`src/hw/rtl/vtrs_pkg.sv`:
```
// ----------------------------------------------------------------------------
// View tag record scanner package
// Shared types, character codes and item kinds for the record scanner.
// ----------------------------------------------------------------------------
package vtrs_pkg;

  // Characters that steer the parser
  localparam logic [7:0] CH_SLASH = 8'h2F;
  localparam logic [7:0] CH_COLON = 8'h3A;
  localparam logic [7:0] CH_QUOTE = 8'h27;
  localparam logic [7:0] CH_SPACE = 8'h20;
  localparam logic [7:0] CH_TAB   = 8'h09;
  localparam logic [7:0] CH_LF    = 8'h0A;
  localparam logic [7:0] CH_CR    = 8'h0D;
  localparam logic [7:0] CH_ZERO  = 8'h30;
  localparam logic [7:0] CH_NINE  = 8'h39;

  // Result item kinds
  localparam logic [1:0] KIND_NAME  = 2'd0;
  localparam logic [1:0] KIND_PARAM = 2'd1;
  localparam logic [1:0] KIND_END   = 2'd2;

  // Which tag last passed through a letter shared by several tags
  localparam logic [1:0] ORG_SVC = 2'd0;
  localparam logic [1:0] ORG_G   = 2'd1;
  localparam logic [1:0] ORG_O   = 2'd2;
  localparam logic [1:0] ORG_R   = 2'd3;

  // Controller states: tag, field and emission phases
  typedef enum logic [18:0] {
    ST_BEGIN    = 19'h00001,
    ST_SVC      = 19'h00002,
    ST_I        = 19'h00004,
    ST_E        = 19'h00008,
    ST_W        = 19'h00010,
    ST_COLON    = 19'h00020,
    ST_NAME     = 19'h00040,
    ST_SKIP     = 19'h00080,
    ST_PARAM    = 19'h00100,
    ST_NUMBER   = 19'h00200,
    ST_G        = 19'h00400,
    ST_N        = 19'h00800,
    ST_O        = 19'h01000,
    ST_T        = 19'h02000,
    ST_R        = 19'h04000,
    ST_L        = 19'h08000,
    ST_EM_NAME  = 19'h10000,
    ST_EM_PARAM = 19'h20000,
    ST_EM_END   = 19'h40000
  } state_e;

  // Commands from the controller to the datapath
  typedef struct packed {
    logic rec_clear;
    logic name_wr;
    logic param_wr;
    logic num_digit;
    logic num_bad;
    logic emit_start;
    logic emit_name;
    logic emit_param;
    logic emit_end;
    logic sgn;
    logic intg;
  } cmd_t;

  // Status from the datapath to the controller
  typedef struct packed {
    logic slash;
    logic colon;
    logic quote;
    logic delim;
    logic digit;
    logic let_v;
    logic let_s;
    logic let_c;
    logic let_i;
    logic let_e;
    logic let_w;
    logic let_g;
    logic let_n;
    logic let_o;
    logic let_t;
    logic let_r;
    logic let_l;
    logic rec_ok;
    logic out_free;
    logic name_last;
    logic param_last;
    logic param_empty;
  } status_t;

  // Letter match in either case
  function automatic logic is_letter(input logic [7:0] b, input logic [7:0] lower);
    return (b == lower) || (b == (lower - 8'd32));
  endfunction

endpackage

```
`src/hw/rtl/vtrs_if.sv`:
```
// ----------------------------------------------------------------------------
// View tag record scanner channels
// Valid/ready channels for text bytes in and record items out.
// ----------------------------------------------------------------------------

// Text byte channel
interface vtrs_in_if;
  logic       valid;
  logic       ready;
  logic [7:0] text_byte;
  logic       end_of_data;

  modport source (output valid, output text_byte, output end_of_data, input ready);
  modport sink   (input valid, input text_byte, input end_of_data, output ready);
endinterface

// Record item channel
interface vtrs_out_if;
  logic        valid;
  logic        ready;
  logic [1:0]  item_kind;
  logic [7:0]  char_code;
  logic [31:0] channel;
  logic        is_signed;
  logic        is_integer;
  logic        last;

  modport source (output valid, output item_kind, output char_code, output channel,
                  output is_signed, output is_integer, output last, input ready);
  modport sink   (input valid, input item_kind, input char_code, input channel,
                  input is_signed, input is_integer, input last, output ready);
endinterface

```
`src/hw/rtl/vtrs_ctrl.sv`:
```
// ----------------------------------------------------------------------------
// View tag record scanner controller
// Tag and field state machine that issues commands to the datapath and
// sequences the emission of a finished record.
// ----------------------------------------------------------------------------
module vtrs_ctrl (
  input  logic              clk_i,
  input  logic              rst_ni,
  input  logic              in_valid_i,
  input  logic              end_of_data_i,
  output logic              in_ready_o,
  input  vtrs_pkg::status_t status_i,
  output vtrs_pkg::cmd_t    cmd_o
);

  vtrs_pkg::state_e state_q, state_d;
  logic [1:0]       org_q, org_d;
  logic             after_q, after_d;
  logic             pend_q, pend_d;
  logic             sgn_q, sgn_d;
  logic             intg_q, intg_d;
  logic             accept;

  // Input is taken only while parsing
  assign in_ready_o = (state_q != vtrs_pkg::ST_EM_NAME) &&
                      (state_q != vtrs_pkg::ST_EM_PARAM) &&
                      (state_q != vtrs_pkg::ST_EM_END);
  assign accept = in_valid_i && in_ready_o;

  // Next state and commands
  always_comb begin
    state_d = state_q;
    org_d   = org_q;
    after_d = after_q;
    pend_d  = pend_q;
    sgn_d   = sgn_q;
    intg_d  = intg_q;
    cmd_o      = '0;
    cmd_o.sgn  = sgn_q;
    cmd_o.intg = intg_q;

    unique case (state_q)
      vtrs_pkg::ST_EM_NAME: begin
        if (status_i.out_free) begin
          cmd_o.emit_name = 1'b1;
          if (status_i.name_last) begin
            state_d = status_i.param_empty ? vtrs_pkg::ST_EM_END : vtrs_pkg::ST_EM_PARAM;
          end
        end
      end
      vtrs_pkg::ST_EM_PARAM: begin
        if (status_i.out_free) begin
          cmd_o.emit_param = 1'b1;
          if (status_i.param_last) begin
            state_d = vtrs_pkg::ST_EM_END;
          end
        end
      end
      vtrs_pkg::ST_EM_END: begin
        if (status_i.out_free) begin
          cmd_o.emit_end = 1'b1;
          state_d = vtrs_pkg::ST_BEGIN;
        end
      end
      vtrs_pkg::ST_SVC: begin
        if (accept) begin
          if (status_i.let_v) begin
            sgn_d = 1'b0; intg_d = 1'b0; state_d = vtrs_pkg::ST_I;
          end else if (status_i.let_s) begin
            sgn_d = 1'b1; intg_d = 1'b0; state_d = vtrs_pkg::ST_I;
          end else if (status_i.let_c) begin
            sgn_d = 1'b0; intg_d = 1'b1;
            org_d = vtrs_pkg::ORG_SVC; state_d = vtrs_pkg::ST_O;
          end else begin
            state_d = vtrs_pkg::ST_BEGIN;
          end
        end
      end
      vtrs_pkg::ST_I: begin
        if (accept) begin
          if (status_i.let_i) begin
            state_d = sgn_q ? vtrs_pkg::ST_G : vtrs_pkg::ST_E;
          end else begin
            state_d = vtrs_pkg::ST_BEGIN;
          end
        end
      end
      vtrs_pkg::ST_E: begin
        if (accept) begin
          state_d = status_i.let_e ? vtrs_pkg::ST_W : vtrs_pkg::ST_BEGIN;
        end
      end
      vtrs_pkg::ST_W: begin
        if (accept) begin
          state_d = status_i.let_w ? vtrs_pkg::ST_COLON : vtrs_pkg::ST_BEGIN;
        end
      end
      vtrs_pkg::ST_G: begin
        if (accept) begin
          if (status_i.let_g) begin
            state_d = vtrs_pkg::ST_N; org_d = vtrs_pkg::ORG_G;
          end else begin
            state_d = vtrs_pkg::ST_BEGIN;
          end
        end
      end
      vtrs_pkg::ST_N: begin
        if (accept) begin
          if (status_i.let_n) begin
            state_d = (org_q == vtrs_pkg::ORG_G) ? vtrs_pkg::ST_COLON : vtrs_pkg::ST_T;
          end else begin
            state_d = vtrs_pkg::ST_BEGIN;
          end
        end
      end
      vtrs_pkg::ST_O: begin
        if (accept) begin
          if (status_i.let_o) begin
            if (org_q == vtrs_pkg::ORG_R) begin
              state_d = vtrs_pkg::ST_L;
            end else begin
              state_d = vtrs_pkg::ST_N; org_d = vtrs_pkg::ORG_O;
            end
          end else begin
            state_d = vtrs_pkg::ST_BEGIN;
          end
        end
      end
      vtrs_pkg::ST_T: begin
        if (accept) begin
          state_d = status_i.let_t ? vtrs_pkg::ST_R : vtrs_pkg::ST_BEGIN;
        end
      end
      vtrs_pkg::ST_R: begin
        if (accept) begin
          if (status_i.let_r) begin
            state_d = vtrs_pkg::ST_O; org_d = vtrs_pkg::ORG_R;
          end else begin
            state_d = vtrs_pkg::ST_BEGIN;
          end
        end
      end
      vtrs_pkg::ST_L: begin
        if (accept) begin
          state_d = status_i.let_l ? vtrs_pkg::ST_COLON : vtrs_pkg::ST_BEGIN;
        end
      end
      vtrs_pkg::ST_COLON: begin
        if (accept) begin
          if (status_i.colon) begin
            state_d = vtrs_pkg::ST_NAME;
            cmd_o.rec_clear = 1'b1;
            pend_d = 1'b0;
          end else begin
            state_d = vtrs_pkg::ST_BEGIN;
          end
        end
      end
      vtrs_pkg::ST_NAME: begin
        if (accept) begin
          if (status_i.delim) begin
            state_d = vtrs_pkg::ST_SKIP;
            pend_d  = 1'b0;
            after_d = intg_q;
          end else begin
            cmd_o.name_wr = 1'b1;
          end
        end
      end
      vtrs_pkg::ST_SKIP: begin
        if (accept && status_i.quote) begin
          if (pend_q) begin
            pend_d = 1'b0;
          end else begin
            state_d = after_q ? vtrs_pkg::ST_NUMBER : vtrs_pkg::ST_PARAM;
          end
        end
      end
      vtrs_pkg::ST_PARAM: begin
        if (accept) begin
          if (status_i.delim) begin
            state_d = vtrs_pkg::ST_SKIP;
            after_d = 1'b1;
            pend_d  = !status_i.quote;
          end else begin
            cmd_o.param_wr = 1'b1;
          end
        end
      end
      vtrs_pkg::ST_NUMBER: begin
        if (accept) begin
          if (status_i.quote) begin
            if (status_i.rec_ok) begin
              cmd_o.emit_start = 1'b1;
              state_d = vtrs_pkg::ST_EM_NAME;
            end else begin
              state_d = vtrs_pkg::ST_BEGIN;
            end
          end else if (status_i.digit) begin
            cmd_o.num_digit = 1'b1;
          end else begin
            cmd_o.num_bad = 1'b1;
          end
        end
      end
      default: begin
        if (accept) begin
          state_d = status_i.slash ? vtrs_pkg::ST_SVC : vtrs_pkg::ST_BEGIN;
        end
      end
    endcase

    // End of data returns the parser to idle; a record it completes still goes out
    if (accept && end_of_data_i) begin
      org_d   = vtrs_pkg::ORG_SVC;
      after_d = 1'b0;
      pend_d  = 1'b0;
      sgn_d   = 1'b0;
      intg_d  = 1'b0;
      cmd_o.rec_clear = 1'b1;
      if (state_d != vtrs_pkg::ST_EM_NAME) begin
        state_d = vtrs_pkg::ST_BEGIN;
      end
    end
  end

  // Controller registers
  always_ff @(posedge clk_i or negedge rst_ni) begin
    if (!rst_ni) begin
      state_q <= vtrs_pkg::ST_BEGIN;
      org_q   <= vtrs_pkg::ORG_SVC;
      after_q <= 1'b0;
      pend_q  <= 1'b0;
      sgn_q   <= 1'b0;
      intg_q  <= 1'b0;
    end else begin
      state_q <= state_d;
      org_q   <= org_d;
      after_q <= after_d;
      pend_q  <= pend_d;
      sgn_q   <= sgn_d;
      intg_q  <= intg_d;
    end
  end

endmodule

```
`src/hw/rtl/vtrs_dp.sv`:
```
// ----------------------------------------------------------------------------
// View tag record scanner datapath
// Byte classification, name and parameter stores, channel accumulator and
// the output register that presents record items.
// ----------------------------------------------------------------------------
module vtrs_dp #(
  parameter int TEXT_MAX = 31
) (
  input  logic              clk_i,
  input  logic              rst_ni,
  input  logic [7:0]        text_byte_i,
  input  vtrs_pkg::cmd_t    cmd_i,
  output vtrs_pkg::status_t status_o,
  input  logic              out_ready_i,
  output logic              out_valid_o,
  output logic [1:0]        item_kind_o,
  output logic [7:0]        char_code_o,
  output logic [31:0]       channel_o,
  output logic              is_signed_o,
  output logic              is_integer_o,
  output logic              last_o
);

  localparam int LenW = $clog2(TEXT_MAX + 1);
  localparam int IdxW = (TEXT_MAX > 1) ? $clog2(TEXT_MAX) : 1;
  localparam logic [LenW-1:0] LenMax = LenW'(TEXT_MAX);

  logic [7:0]      name_mem [TEXT_MAX];
  logic [7:0]      param_mem [TEXT_MAX];
  logic [LenW-1:0] name_len_q, name_eff_q, param_len_q, param_eff_q;
  logic            name_zero_q, param_zero_q;
  logic [31:0]     acc_q;
  logic            bad_q, seen_q;
  logic [LenW-1:0] em_nl_q, em_pl_q, em_idx_q;
  logic [31:0]     em_chan_q;
  logic            em_sgn_q, em_intg_q;
  logic            ov_q;
  logic [1:0]      kind_q;
  logic [7:0]      char_q;
  logic [31:0]     chan_q;
  logic            sgn_q, intg_q, last_q;
  logic [35:0]     acc_next;
  logic [31:0]     chan_val;
  logic            name_room, param_room;

  // Channel value and room left in the stores
  assign chan_val = (bad_q || !seen_q) ? 32'd0 : acc_q;
  assign acc_next = {1'b0, acc_q, 3'b000} + {3'b000, acc_q, 1'b0} + {32'd0, text_byte_i[3:0]};
  assign name_room  = name_len_q < LenMax;
  assign param_room = param_len_q < LenMax;

  // Byte classes and record checks
  always_comb begin
    status_o.slash  = text_byte_i == vtrs_pkg::CH_SLASH;
    status_o.colon  = text_byte_i == vtrs_pkg::CH_COLON;
    status_o.quote  = text_byte_i == vtrs_pkg::CH_QUOTE;
    status_o.delim  = (text_byte_i == vtrs_pkg::CH_SPACE) || (text_byte_i == vtrs_pkg::CH_TAB) ||
                      (text_byte_i == vtrs_pkg::CH_LF) || (text_byte_i == vtrs_pkg::CH_CR) ||
                      (text_byte_i == vtrs_pkg::CH_QUOTE);
    status_o.digit  = (text_byte_i >= vtrs_pkg::CH_ZERO) && (text_byte_i <= vtrs_pkg::CH_NINE);
    status_o.let_v  = vtrs_pkg::is_letter(text_byte_i, 8'h76);
    status_o.let_s  = vtrs_pkg::is_letter(text_byte_i, 8'h73);
    status_o.let_c  = vtrs_pkg::is_letter(text_byte_i, 8'h63);
    status_o.let_i  = vtrs_pkg::is_letter(text_byte_i, 8'h69);
    status_o.let_e  = vtrs_pkg::is_letter(text_byte_i, 8'h65);
    status_o.let_w  = vtrs_pkg::is_letter(text_byte_i, 8'h77);
    status_o.let_g  = vtrs_pkg::is_letter(text_byte_i, 8'h67);
    status_o.let_n  = vtrs_pkg::is_letter(text_byte_i, 8'h6E);
    status_o.let_o  = vtrs_pkg::is_letter(text_byte_i, 8'h6F);
    status_o.let_t  = vtrs_pkg::is_letter(text_byte_i, 8'h74);
    status_o.let_r  = vtrs_pkg::is_letter(text_byte_i, 8'h72);
    status_o.let_l  = vtrs_pkg::is_letter(text_byte_i, 8'h6C);
    status_o.rec_ok      = (name_eff_q != '0) && (chan_val != 32'd0);
    status_o.out_free    = !ov_q || out_ready_i;
    status_o.name_last   = em_idx_q == (em_nl_q - LenW'(1));
    status_o.param_last  = em_idx_q == (em_pl_q - LenW'(1));
    status_o.param_empty = em_pl_q == '0;
  end

  // Name and parameter stores
  always_ff @(posedge clk_i) begin
    if (cmd_i.name_wr && name_room) begin
      name_mem[name_len_q[IdxW-1:0]] <= text_byte_i;
    end
    if (cmd_i.param_wr && param_room) begin
      param_mem[param_len_q[IdxW-1:0]] <= text_byte_i;
    end
  end

  // Record capture: lengths, text ends at a zero byte, channel accumulator
  always_ff @(posedge clk_i or negedge rst_ni) begin
    if (!rst_ni) begin
      name_len_q   <= '0;
      name_eff_q   <= '0;
      name_zero_q  <= 1'b0;
      param_len_q  <= '0;
      param_eff_q  <= '0;
      param_zero_q <= 1'b0;
      acc_q        <= '0;
      bad_q        <= 1'b0;
      seen_q       <= 1'b0;
    end else if (cmd_i.rec_clear) begin
      name_len_q   <= '0;
      name_eff_q   <= '0;
      name_zero_q  <= 1'b0;
      param_len_q  <= '0;
      param_eff_q  <= '0;
      param_zero_q <= 1'b0;
      acc_q        <= '0;
      bad_q        <= 1'b0;
      seen_q       <= 1'b0;
    end else begin
      if (cmd_i.name_wr && name_room) begin
        name_len_q <= name_len_q + LenW'(1);
        if (!name_zero_q) begin
          if (text_byte_i == 8'd0) begin
            name_zero_q <= 1'b1;
          end else begin
            name_eff_q <= name_eff_q + LenW'(1);
          end
        end
      end
      if (cmd_i.param_wr && param_room) begin
        param_len_q <= param_len_q + LenW'(1);
        if (!param_zero_q) begin
          if (text_byte_i == 8'd0) begin
            param_zero_q <= 1'b1;
          end else begin
            param_eff_q <= param_eff_q + LenW'(1);
          end
        end
      end
      if (cmd_i.num_digit) begin
        acc_q  <= acc_next[31:0];
        seen_q <= 1'b1;
        if (acc_next[35:32] != 4'd0) begin
          bad_q <= 1'b1;
        end
      end
      if (cmd_i.num_bad) begin
        bad_q <= 1'b1;
      end
    end
  end

  // Emission snapshot and read index
  always_ff @(posedge clk_i or negedge rst_ni) begin
    if (!rst_ni) begin
      em_nl_q   <= '0;
      em_pl_q   <= '0;
      em_idx_q  <= '0;
      em_chan_q <= '0;
      em_sgn_q  <= 1'b0;
      em_intg_q <= 1'b0;
    end else if (cmd_i.emit_start) begin
      em_nl_q   <= name_eff_q;
      em_pl_q   <= param_eff_q;
      em_idx_q  <= '0;
      em_chan_q <= chan_val;
      em_sgn_q  <= cmd_i.sgn;
      em_intg_q <= cmd_i.intg;
    end else if (cmd_i.emit_name) begin
      em_idx_q <= status_o.name_last ? '0 : em_idx_q + LenW'(1);
    end else if (cmd_i.emit_param) begin
      em_idx_q <= em_idx_q + LenW'(1);
    end
  end

  // Output valid flag
  always_ff @(posedge clk_i or negedge rst_ni) begin
    if (!rst_ni) begin
      ov_q <= 1'b0;
    end else if (cmd_i.emit_name || cmd_i.emit_param || cmd_i.emit_end) begin
      ov_q <= 1'b1;
    end else if (out_ready_i) begin
      ov_q <= 1'b0;
    end
  end

  // Output payload, with the registered store read
  always_ff @(posedge clk_i) begin
    if (cmd_i.emit_name) begin
      kind_q <= vtrs_pkg::KIND_NAME;
      char_q <= name_mem[em_idx_q[IdxW-1:0]];
      chan_q <= '0;
      sgn_q  <= em_sgn_q;
      intg_q <= em_intg_q;
      last_q <= 1'b0;
    end else if (cmd_i.emit_param) begin
      kind_q <= vtrs_pkg::KIND_PARAM;
      char_q <= param_mem[em_idx_q[IdxW-1:0]];
      chan_q <= '0;
      sgn_q  <= em_sgn_q;
      intg_q <= em_intg_q;
      last_q <= 1'b0;
    end else if (cmd_i.emit_end) begin
      kind_q <= vtrs_pkg::KIND_END;
      char_q <= '0;
      chan_q <= em_chan_q;
      sgn_q  <= em_sgn_q;
      intg_q <= em_intg_q;
      last_q <= 1'b1;
    end
  end

  assign out_valid_o  = ov_q;
  assign item_kind_o  = kind_q;
  assign char_code_o  = char_q;
  assign channel_o    = chan_q;
  assign is_signed_o  = sgn_q;
  assign is_integer_o = intg_q;
  assign last_o       = last_q;

endmodule

```
`src/hw/rtl/view_tag_record_scanner.sv`:
```
// ----------------------------------------------------------------------------
// View tag record scanner
// Finds /view:, /sign: and /control: records in a text byte stream and
// emits each valid record as name characters, parameter characters and a
// record-end beat carrying the channel number.
// ----------------------------------------------------------------------------
// The scanner takes one text byte per cycle while it parses. When a record
// closes with a non-empty name and a non-zero channel, input stops while the
// emitted name and parameter characters (the stored text up to its first
// zero byte) and the record-end beat go out; the stored characters are read
// out of the name and parameter stores, one beat per cycle through their
// single read port while the output side does not stall. The output is a
// register, so the byte after a record is taken while its last beat still
// waits. No clearing pass follows reset.
module view_tag_record_scanner #(
  parameter int TEXT_MAX = 31
) (
  input  logic       clk_i,
  input  logic       rst_ni,
  vtrs_in_if.sink    in_i,
  vtrs_out_if.source out_o
);

  vtrs_pkg::cmd_t    cmd;
  vtrs_pkg::status_t status;

  // Tag and field controller
  vtrs_ctrl u_ctrl (
    .clk_i         (clk_i),
    .rst_ni        (rst_ni),
    .in_valid_i    (in_i.valid),
    .end_of_data_i (in_i.end_of_data),
    .in_ready_o    (in_i.ready),
    .status_i      (status),
    .cmd_o         (cmd)
  );

  // Stores, accumulator and output register
  vtrs_dp #(
    .TEXT_MAX (TEXT_MAX)
  ) u_dp (
    .clk_i        (clk_i),
    .rst_ni       (rst_ni),
    .text_byte_i  (in_i.text_byte),
    .cmd_i        (cmd),
    .status_o     (status),
    .out_ready_i  (out_o.ready),
    .out_valid_o  (out_o.valid),
    .item_kind_o  (out_o.item_kind),
    .char_code_o  (out_o.char_code),
    .channel_o    (out_o.channel),
    .is_signed_o  (out_o.is_signed),
    .is_integer_o (out_o.is_integer),
    .last_o       (out_o.last)
  );

endmodule

```
`src/flat_wrapper.sv`:
```
// flat-port wrapper written by rule: the top's interface ports become plain ports
module view_tag_record_scanner_flat 
#(
  parameter int TEXT_MAX = 31
)
  (clk_i, rst_ni, in_i_valid, in_i_text_byte, in_i_end_of_data, in_i_ready, out_o_valid, out_o_item_kind, out_o_char_code, out_o_channel, out_o_is_signed, out_o_is_integer, out_o_last, out_o_ready);
  vtrs_in_if in_i_i ();
  vtrs_out_if out_o_i ();
  input  logic clk_i;
  input  logic rst_ni;
  input wire logic [$bits(in_i_i.valid)-1:0] in_i_valid;
  input wire logic [$bits(in_i_i.text_byte)-1:0] in_i_text_byte;
  input wire logic [$bits(in_i_i.end_of_data)-1:0] in_i_end_of_data;
  output wire logic [$bits(in_i_i.ready)-1:0] in_i_ready;
  output wire logic [$bits(out_o_i.valid)-1:0] out_o_valid;
  output wire logic [$bits(out_o_i.item_kind)-1:0] out_o_item_kind;
  output wire logic [$bits(out_o_i.char_code)-1:0] out_o_char_code;
  output wire logic [$bits(out_o_i.channel)-1:0] out_o_channel;
  output wire logic [$bits(out_o_i.is_signed)-1:0] out_o_is_signed;
  output wire logic [$bits(out_o_i.is_integer)-1:0] out_o_is_integer;
  output wire logic [$bits(out_o_i.last)-1:0] out_o_last;
  input wire logic [$bits(out_o_i.ready)-1:0] out_o_ready;
  assign in_i_i.valid = in_i_valid;
  assign in_i_i.text_byte = in_i_text_byte;
  assign in_i_i.end_of_data = in_i_end_of_data;
  assign in_i_ready = in_i_i.ready;
  assign out_o_valid = out_o_i.valid;
  assign out_o_item_kind = out_o_i.item_kind;
  assign out_o_char_code = out_o_i.char_code;
  assign out_o_channel = out_o_i.channel;
  assign out_o_is_signed = out_o_i.is_signed;
  assign out_o_is_integer = out_o_i.is_integer;
  assign out_o_last = out_o_i.last;
  assign out_o_i.ready = out_o_ready;
  view_tag_record_scanner #(.TEXT_MAX(TEXT_MAX)) u_core (.clk_i(clk_i), .rst_ni(rst_ni), .in_i(in_i_i), .out_o(out_o_i));
endmodule
```
`config.mk`:
```
export PLATFORM = sky130hd
export DESIGN_NAME = view_tag_record_scanner_flat
export DESIGN_NICKNAME = d
export VERILOG_FILES = /design/src/hw/rtl/vtrs_pkg.sv /design/src/hw/rtl/vtrs_if.sv /design/src/hw/rtl/vtrs_ctrl.sv /design/src/hw/rtl/vtrs_dp.sv /design/src/hw/rtl/view_tag_record_scanner.sv /design/src/flat_wrapper.sv
export SDC_FILE = /design/constraint.sdc
export NUM_CORES = 1
export LEC_CHECK = 0
export BUFFER_PORTS_ARGS = -buffer_cell sky130_fd_sc_hd__buf_2
export CORE_MARGIN = 2
export CORE_UTILIZATION = 50
export CTS_CLUSTER_DIAMETER = 150
export CTS_CLUSTER_SIZE = 20
export DETAILED_ROUTE_END_ITERATION = 8
export GPL_TIMING_DRIVEN = 0
export PLACE_DENSITY = 0.69
export SYNTH_ARGS = -nofsm -noshare
export SYNTH_HDL_FRONTEND = slang
export SYNTH_SLANG_ARGS = --single-unit
```
`constraint.sdc`:
```
create_clock -name clk_i -period 4.3 [get_ports clk_i]
set_input_delay 0.43 -clock clk_i [delete_from_list [all_inputs] [get_ports clk_i]]
set_output_delay 0.43 -clock clk_i [all_outputs]
set_load 0.005 [all_outputs]
```
==> flow_summary.yaml, run 1 <==
clock_network:
  cts_tree: "done"
  insertion_delay_ps: 600
  htreeDepth: 2
  cts.sink_count: 671
  clk_pin_slew_worst_paths_ps: 90
  numCtsBuffers: 39
  cts_max_path_buffers: 3
  clock-root-buffer: "clkbuf_16"
  post-cts-setup-buffers: 0
worst_setup_path:
  worstPathArrival_ps: 4370
  cp-start-kind: "register"
  required_ps: 4530
  timing.rr.end: "u_core.u_dp.name_mem[20][1]"
  end_kind: "register"
  worst-setup-path-type: "reg -> reg"
  worstReg2RegStart: "u_core.u_ctrl.state_q[2]"
  r2r_cells: 8
  cp_max_fo: 9
  rrSetupSlack_ps: 170
global_routing:
  track_usage_pct: 23.2
  antenna_found_initial: 0
  grt_max_degree: 78
  grt_first_pass_wirelength_mm: 111
  grt_pass1_vias: 18100
  grt-ovfl-total: 0
place:
  pre_cts_ws_ps: -693
  place_inst: 2930
  port_buffers: 58
  place.gp.congestion: 0.934
  hpwl_mm: 49.2
die:
  core_area_mm2: 0.0600
  top_level_ports: 60
  fp.dieH_um: 250
  die_x_um: 250
  dieArea_mm2: 0.0623
  start_util_pct: 50.3
  num_rows: 90
synthesis:
  ys_seq_area_share_pct: 63.5
  ys.flop_type: "edfxtp_1"
  ys_warn_count: 0
  ys_ff_latch: 671
  synth_fp_nets: 2181
  synth.avg_cell_area_um2: 14.4
  synth_edf_count: 506
  synthArstFlopShare_pct: 19.5
  synth_compound_area_share_pct: 5.92
  synth.distinct_cells: 91
  synth_top_area_share_pct: 50.3
  synthAdderAreaFrac_pct: 3.32
  yosys.area.top_type: "edfxtp_1"
  synth_simple_gate_area_share_pct: 10.2
  synth_mux_area_share_pct: 13.6
  synthTopCellsByArea: "edfxtp_1, dfrtp_1, mux4_2"
  yosys.area_share.xor_xnor_pct: 1.53
  syn_area_mm2: 0.0302
  synth_top_family_by_area: "multiplexers"
  synthCells: 2089
timing:
  skew_ps: 26.9
  hold_violations: 0
  relSlewSlack_pct: 17.3
  setup_tns_ps: 0
  finalWorstSetupSlack_ps: 167
  slew_viol_final: 0
  whs_ps: 202
  final.period_utilization_pct: 96.1
  worstMarginPinSlew_ps: 1240
  fin_crit_ps: 4130
  max_freq_mhz: 242
  finalSetupViolCount: 0
  grt_setup_unrepaired: "yes"
status:
  status: "finished, final reports clean"
pwr:
  leakage_nw: 11.2
  p_sw_mw: 2.35
  p_int_mw: 8.79
  p_seq_share_pct: 62.6
  p_per_area_mw_per_mm2: 340
  power_frac_clock_pct: 34.8
  pwr-share-comb_pct: 2.6
  p_sw_share_pct: 21.1
  peakVddDrop_v: 0.000243
layout:
  final_util_pct: 54.6
  antennaDiodeCount: 0
  nFillCells: 4817
  fin_nets: 2282
  area_growth_pct: 8.58
  drive_above_1_share_pct: 15.6
  stdcell_count: 3003
detailed_routing:
  drtIter0Drc: 1893
  drtPass1Iterations: 5
  drt-wirelength-per-cell_um: 23.8
  antenna_left: 0
  num_vias: 18300
  drt-total-wl_mm: 71.6
  drc: 0
  vias_per_cell: 6.10
flow_run:
  drv_cap: 0
hold_path:
  hold_path_end: "u_core.u_ctrl.state_q[1]"
  whs_path_depth: 2
  hp-class: "in -> reg"
  hold_start: "in_i_end_of_data"
==> cell type report <==
cell class,count,area (µm²),share of cell area (%)
Buffer,117,503,1.53
Clock buffer,68,1080,3.31
Clock inverter,4,60.1,0.183
Inverter,29,109,0.332
Multi-Input combinational cell,1272,10500,32.2
Sequential cell,671,19200,58.4
Tap cell,782,978,2.99
Timing Repair Buffer,60,342,1.04
==> flip-flops by register name, indices dropped and copies added, names as in the netlist, 5 cells and up <==
signal,cells
u_core.u_dp.param_len_q,5
u_core.u_dp.name_mem,248
u_core.u_dp.char_code_o,8
u_core.u_dp.name_len_q,5
u_core.u_dp.em_pl_q,5
u_core.u_dp.em_nl_q,5
u_core.u_dp.channel_o,32
u_core.u_dp.em_idx_q,5
u_core.u_dp.acc_q,32
u_core.u_dp.param_eff_q,5
u_core.u_dp.name_eff_q,5
u_core.u_dp.em_chan_q,32
u_core.u_ctrl.state_q,19
u_core.u_dp.param_mem,248
==> placed cells by master, fill, tap and decap left out, types with 41 or more instances in the layout <==
cell / count
a21oi_1: 85
buf_2: 69
clkbuf_1: 103
dfrtp_1: 130
edfxtp_1: 506
ha_1: 77
mux2i_1: 72
mux4_2: 144
nand2_1: 207
nor2_1: 149
nor2_2: 41
o21ai_0: 56
==> how the worst max path moves through the flow <==
stage                                         from                           to  slack, ps  cells past startpoint
after global routing      u_core.u_ctrl.state_q[2]  u_core.u_dp.name_mem[23][6]       -140                      8
after CTS                 u_core.u_ctrl.state_q[2]    u_core.u_dp.name_len_q[4]         90                     10
after global placement           in_i_text_byte[3]            u_core.u_dp.bad_q       -590                     12
final                     u_core.u_ctrl.state_q[2]  u_core.u_dp.name_mem[20][1]        170                      8
after detailed placement         in_i_text_byte[3]            u_core.u_dp.bad_q       -690                     12
after floorplan                  in_i_text_byte[3]            u_core.u_dp.bad_q       1140                     11
==> critical path, stage by stage, from the launching register on <==
cell and delay (ps):
dfrtp_1 370, clkbuf_1 230, nor4_4 510, nand4_2 340, nor4_1 650, and3_1 250, buf_2 230, nand2_1 350
nor2_1 810
==> stage by stage <==
| stage | area, µm² | total power, mW |
|---|---|---|
| floorplan | 30200 | 7.23 |
| global placement | 31500 | 7.39 |
| detailed placement | 31500 | 7.40 |
| CTS | 32700 | 11.2 |
| global route | 32800 | 11.5 |
| finish | 32800 | 11.1 |
==> per-layer routing <==
| layer | part of all wire, % | vias up | track usage, % |
|---|---|---|---|
| met1 | 44 | 9424 | 33.8 |
| met2 | 49 | 611 | 37.9 |
| met5 | 0 | - | 0 |
| met4 | 1.7 | 0 | 4.73 |
| li1 | - | 8193 | - |
| met3 | 6.0 | 81 | 2.98 |
==> kinds of logic after synthesis <==
| logic type | Yosys count |
|---|---|
| mux | 225 |
| buf+inv | 146 |
| fa+ha+maj | 79 |
| simple gates | 626 |
| xor+xnor | 51 |
| compound gates | 291 |
| flops | 671 |
==> synthesized netlist by cell type, drive strengths merged (27+ instances only) <==
cell type	instances
xor2	27
nand2	208
ha	77
buf	42
dfrtp	130
nor2	190
o21ai	92
dfxtp	34
mux4	144
nor3	28
clkbuf	75
a21oi	85
edfxtp	506
mux2i	72
inv	29
==> power by group through the flow <==
| stage | clock network, mW | registers (mW) | logic (mW) |
|---|---|---|---|
| after floorplan | 0 | 7.11 | 0.117 |
| after global placement | 0 | 7.12 | 0.271 |
| after detailed placement | 0 | 7.12 | 0.285 |
| after CTS | 3.95 | 6.97 | 0.287 |
| after global routing | 4.17 | 6.97 | 0.314 |
| final | 3.88 | 6.97 | 0.286 |
==> what timing repair did <==
action / in CTS / in global routing
hold endpoints to repair: 54 / 0
resized for setup: 10 / 40
setup endpoints to repair: 82 / 258
gates cloned: 0 / 0
hold buffers: 1 / 0
(Power assumes the default switching activity.)
==> run 2, diff against run 1 <==
CTS_BUF_LIST = sky130_fd_sc_hd__clkbuf_8   (was not set)
TNS_END_PERCENT = 50   (was not set)
==> flow_summary.yaml, run 2 (synthesis results as in run 1) <==
detailed_routing:
  drtPass1Iterations: 8
  drtIter0Drc: 1802
  antenna_left: 0
  vias_per_cell: 6.06
  drt-total-wl_mm: 71.4
  drc: 0
  drt-wirelength-per-cell_um: 23.8
  num_vias: 18200
timing:
  fin_crit_ps: 4140
  skew_ps: 53.9
  grt_setup_unrepaired: "yes"
  final.period_utilization_pct: 96.4
  slew_viol_final: 0
  hold_violations: 0
  worstMarginPinSlew_ps: 1320
  setup_tns_ps: 0
  max_freq_mhz: 241
  finalSetupViolCount: 0
  relSlewSlack_pct: 11.9
worst_setup_path:
  r2r_cells: 8
  cp-start-kind: "register"
  rrSetupSlack_ps: 160
  crit_start: "u_core.u_ctrl.state_q[2]"
  timing.rr.end: "u_core.u_dp.name_mem[11][2]"
  slowest_stage: "nor2_1"
  worstReg2RegStart: "u_core.u_ctrl.state_q[2]"
  worstPathArrival_ps: 4410
  worst-setup-path-type: "reg -> reg"
  cp_max_fo: 9
  worstPathCellList: "clkbuf_1 > nor4_4 > nand4_2 > nor4_1 > and3_1 > buf_2 > nand2_1 > nor2_1"
  end_kind: "register"
  required_ps: 4570
  slowest_delay_ps: 740
global_routing:
  grt_first_pass_wirelength_mm: 110
  track_usage_pct: 23.2
  gr-usage-met3_pct: 3.09
  grt_max_degree: 78
  top_usage_layer: "met2"
  grt_util_met1_pct: 33.8
  grt-ovfl-total: 0
  antenna_found_initial: 2
  grt_pass1_vias: 18000
  use_met2_pct: 37.6
hold_path:
  hold_path_end: "u_core.u_ctrl.state_q[1]"
  whs_path_depth: 2
  hp-class: "in -> reg"
  hold_start: "in_i_end_of_data"
place:
  hpwl_mm: 49.2
  place_inst: 2930
  port_buffers: 58
  place.gp.congestion: 0.934
die:
  top_level_ports: 60
  fp.dieH_um: 250
  num_rows: 90
  core_area_mm2: 0.0600
  die_x_um: 250
  start_util_pct: 50.3
  dieArea_mm2: 0.0623
clock_network:
  clock-root-buffer: "clkbuf_8"
  clk_pin_slew_worst_paths_ps: 140
  insertion_delay_ps: 680
  cts_max_path_buffers: 3
  cts_tree: "done"
  numCtsBuffers: 39
  cts.sink_count: 671
  htreeDepth: 2
layout:
  drive_above_1_share_pct: 15.4
  area_growth_pct: 7.02
  stdcell_count: 3005
  final_cell_mix: "edfxtp_1, nand2_1, nor2_1"
  final_common_cell: "edfxtp_1"
  fin_nets: 2282
pwr:
  peakVddDrop_v: 0.000197
  p_per_area_mw_per_mm2: 314
  leakage_nw: 11.1
flow_run:
  drv_cap: 0
status:
  status: "finished, final reports clean"
-- run 2: how the worst max path moves through the flow --
stage / endpoint / slack (ps)
after CTS: u_core.u_dp.bad_q / 20
after detailed placement: u_core.u_dp.bad_q / -690
final: u_core.u_dp.name_mem[11][2] / 160
after floorplan: u_core.u_dp.bad_q / 1140
after global routing: u_core.u_dp.name_mem[11][2] / -110
after global placement: u_core.u_dp.bad_q / -590
-- run 2: layout make-up --
type / count / area (µm²)
Buffer: 117 / 503
Antenna cell: 2 / 5.00
Inverter: 29 / 109
Sequential cell: 671 / 19200
Clock inverter: 33 / 150
Tap cell: 782 / 978
Multi-Input combinational cell: 1272 / 10500
Timing Repair Buffer: 60 / 337
Clock buffer: 39 / 537
Fill cell: 4883 / 27700
-- run 2: worst max-delay path: cells and delay by family (launching register included) --
family	cells	cell delay [ps]
buf+inv	2	460
flops	1	390
simple gates	6	2870
-- run 2: layer usage --
layer,part of all wire (%),vias up,wire length (µm)
met5,0.018,-,13
met4,1.8,2,1250
met3,6.5,95,4650
met2,48,624,34500
met1,43,9315,31000
li1,-,8183,-
-- run 2: power breakdown --
part	internal, mW	leakage, nW	switching [mW]
sequential	6.97	6.63	0.00270
combinational	0.0588	4.00	0.227
clock	0.885	0.453	1.99
total	7.91	11.1	2.22
-- run 2: repair_timing --
action                     in CTS  in global routing
hold buffers                    1                  0
setup endpoints to repair     101                284
buffers inserted                0                  0
gates resized for setup         9                 34
hold endpoints to repair       54                  0
-- run 2: through the flow --
step | power (mW) | instance area, µm² | worst slack [ps] | util, % | hold slack, ps
4_1_cts | 10.2 | 32200 | 17.4 | 53.7 | 71.1
5_1_grt | 10.4 | 32300 | -111 | 53.8 | 72.5
2_1_floorplan | 7.23 | 30200 | 1140 | - | 134
6_report | 10.1 | 32300 | 157 | 53.8 | 143
3_5_place_dp | 7.40 | 31500 | -693 | 52.5 | 444
3_3_place_gp | 7.39 | 31500 | -592 | 52.4 | 431
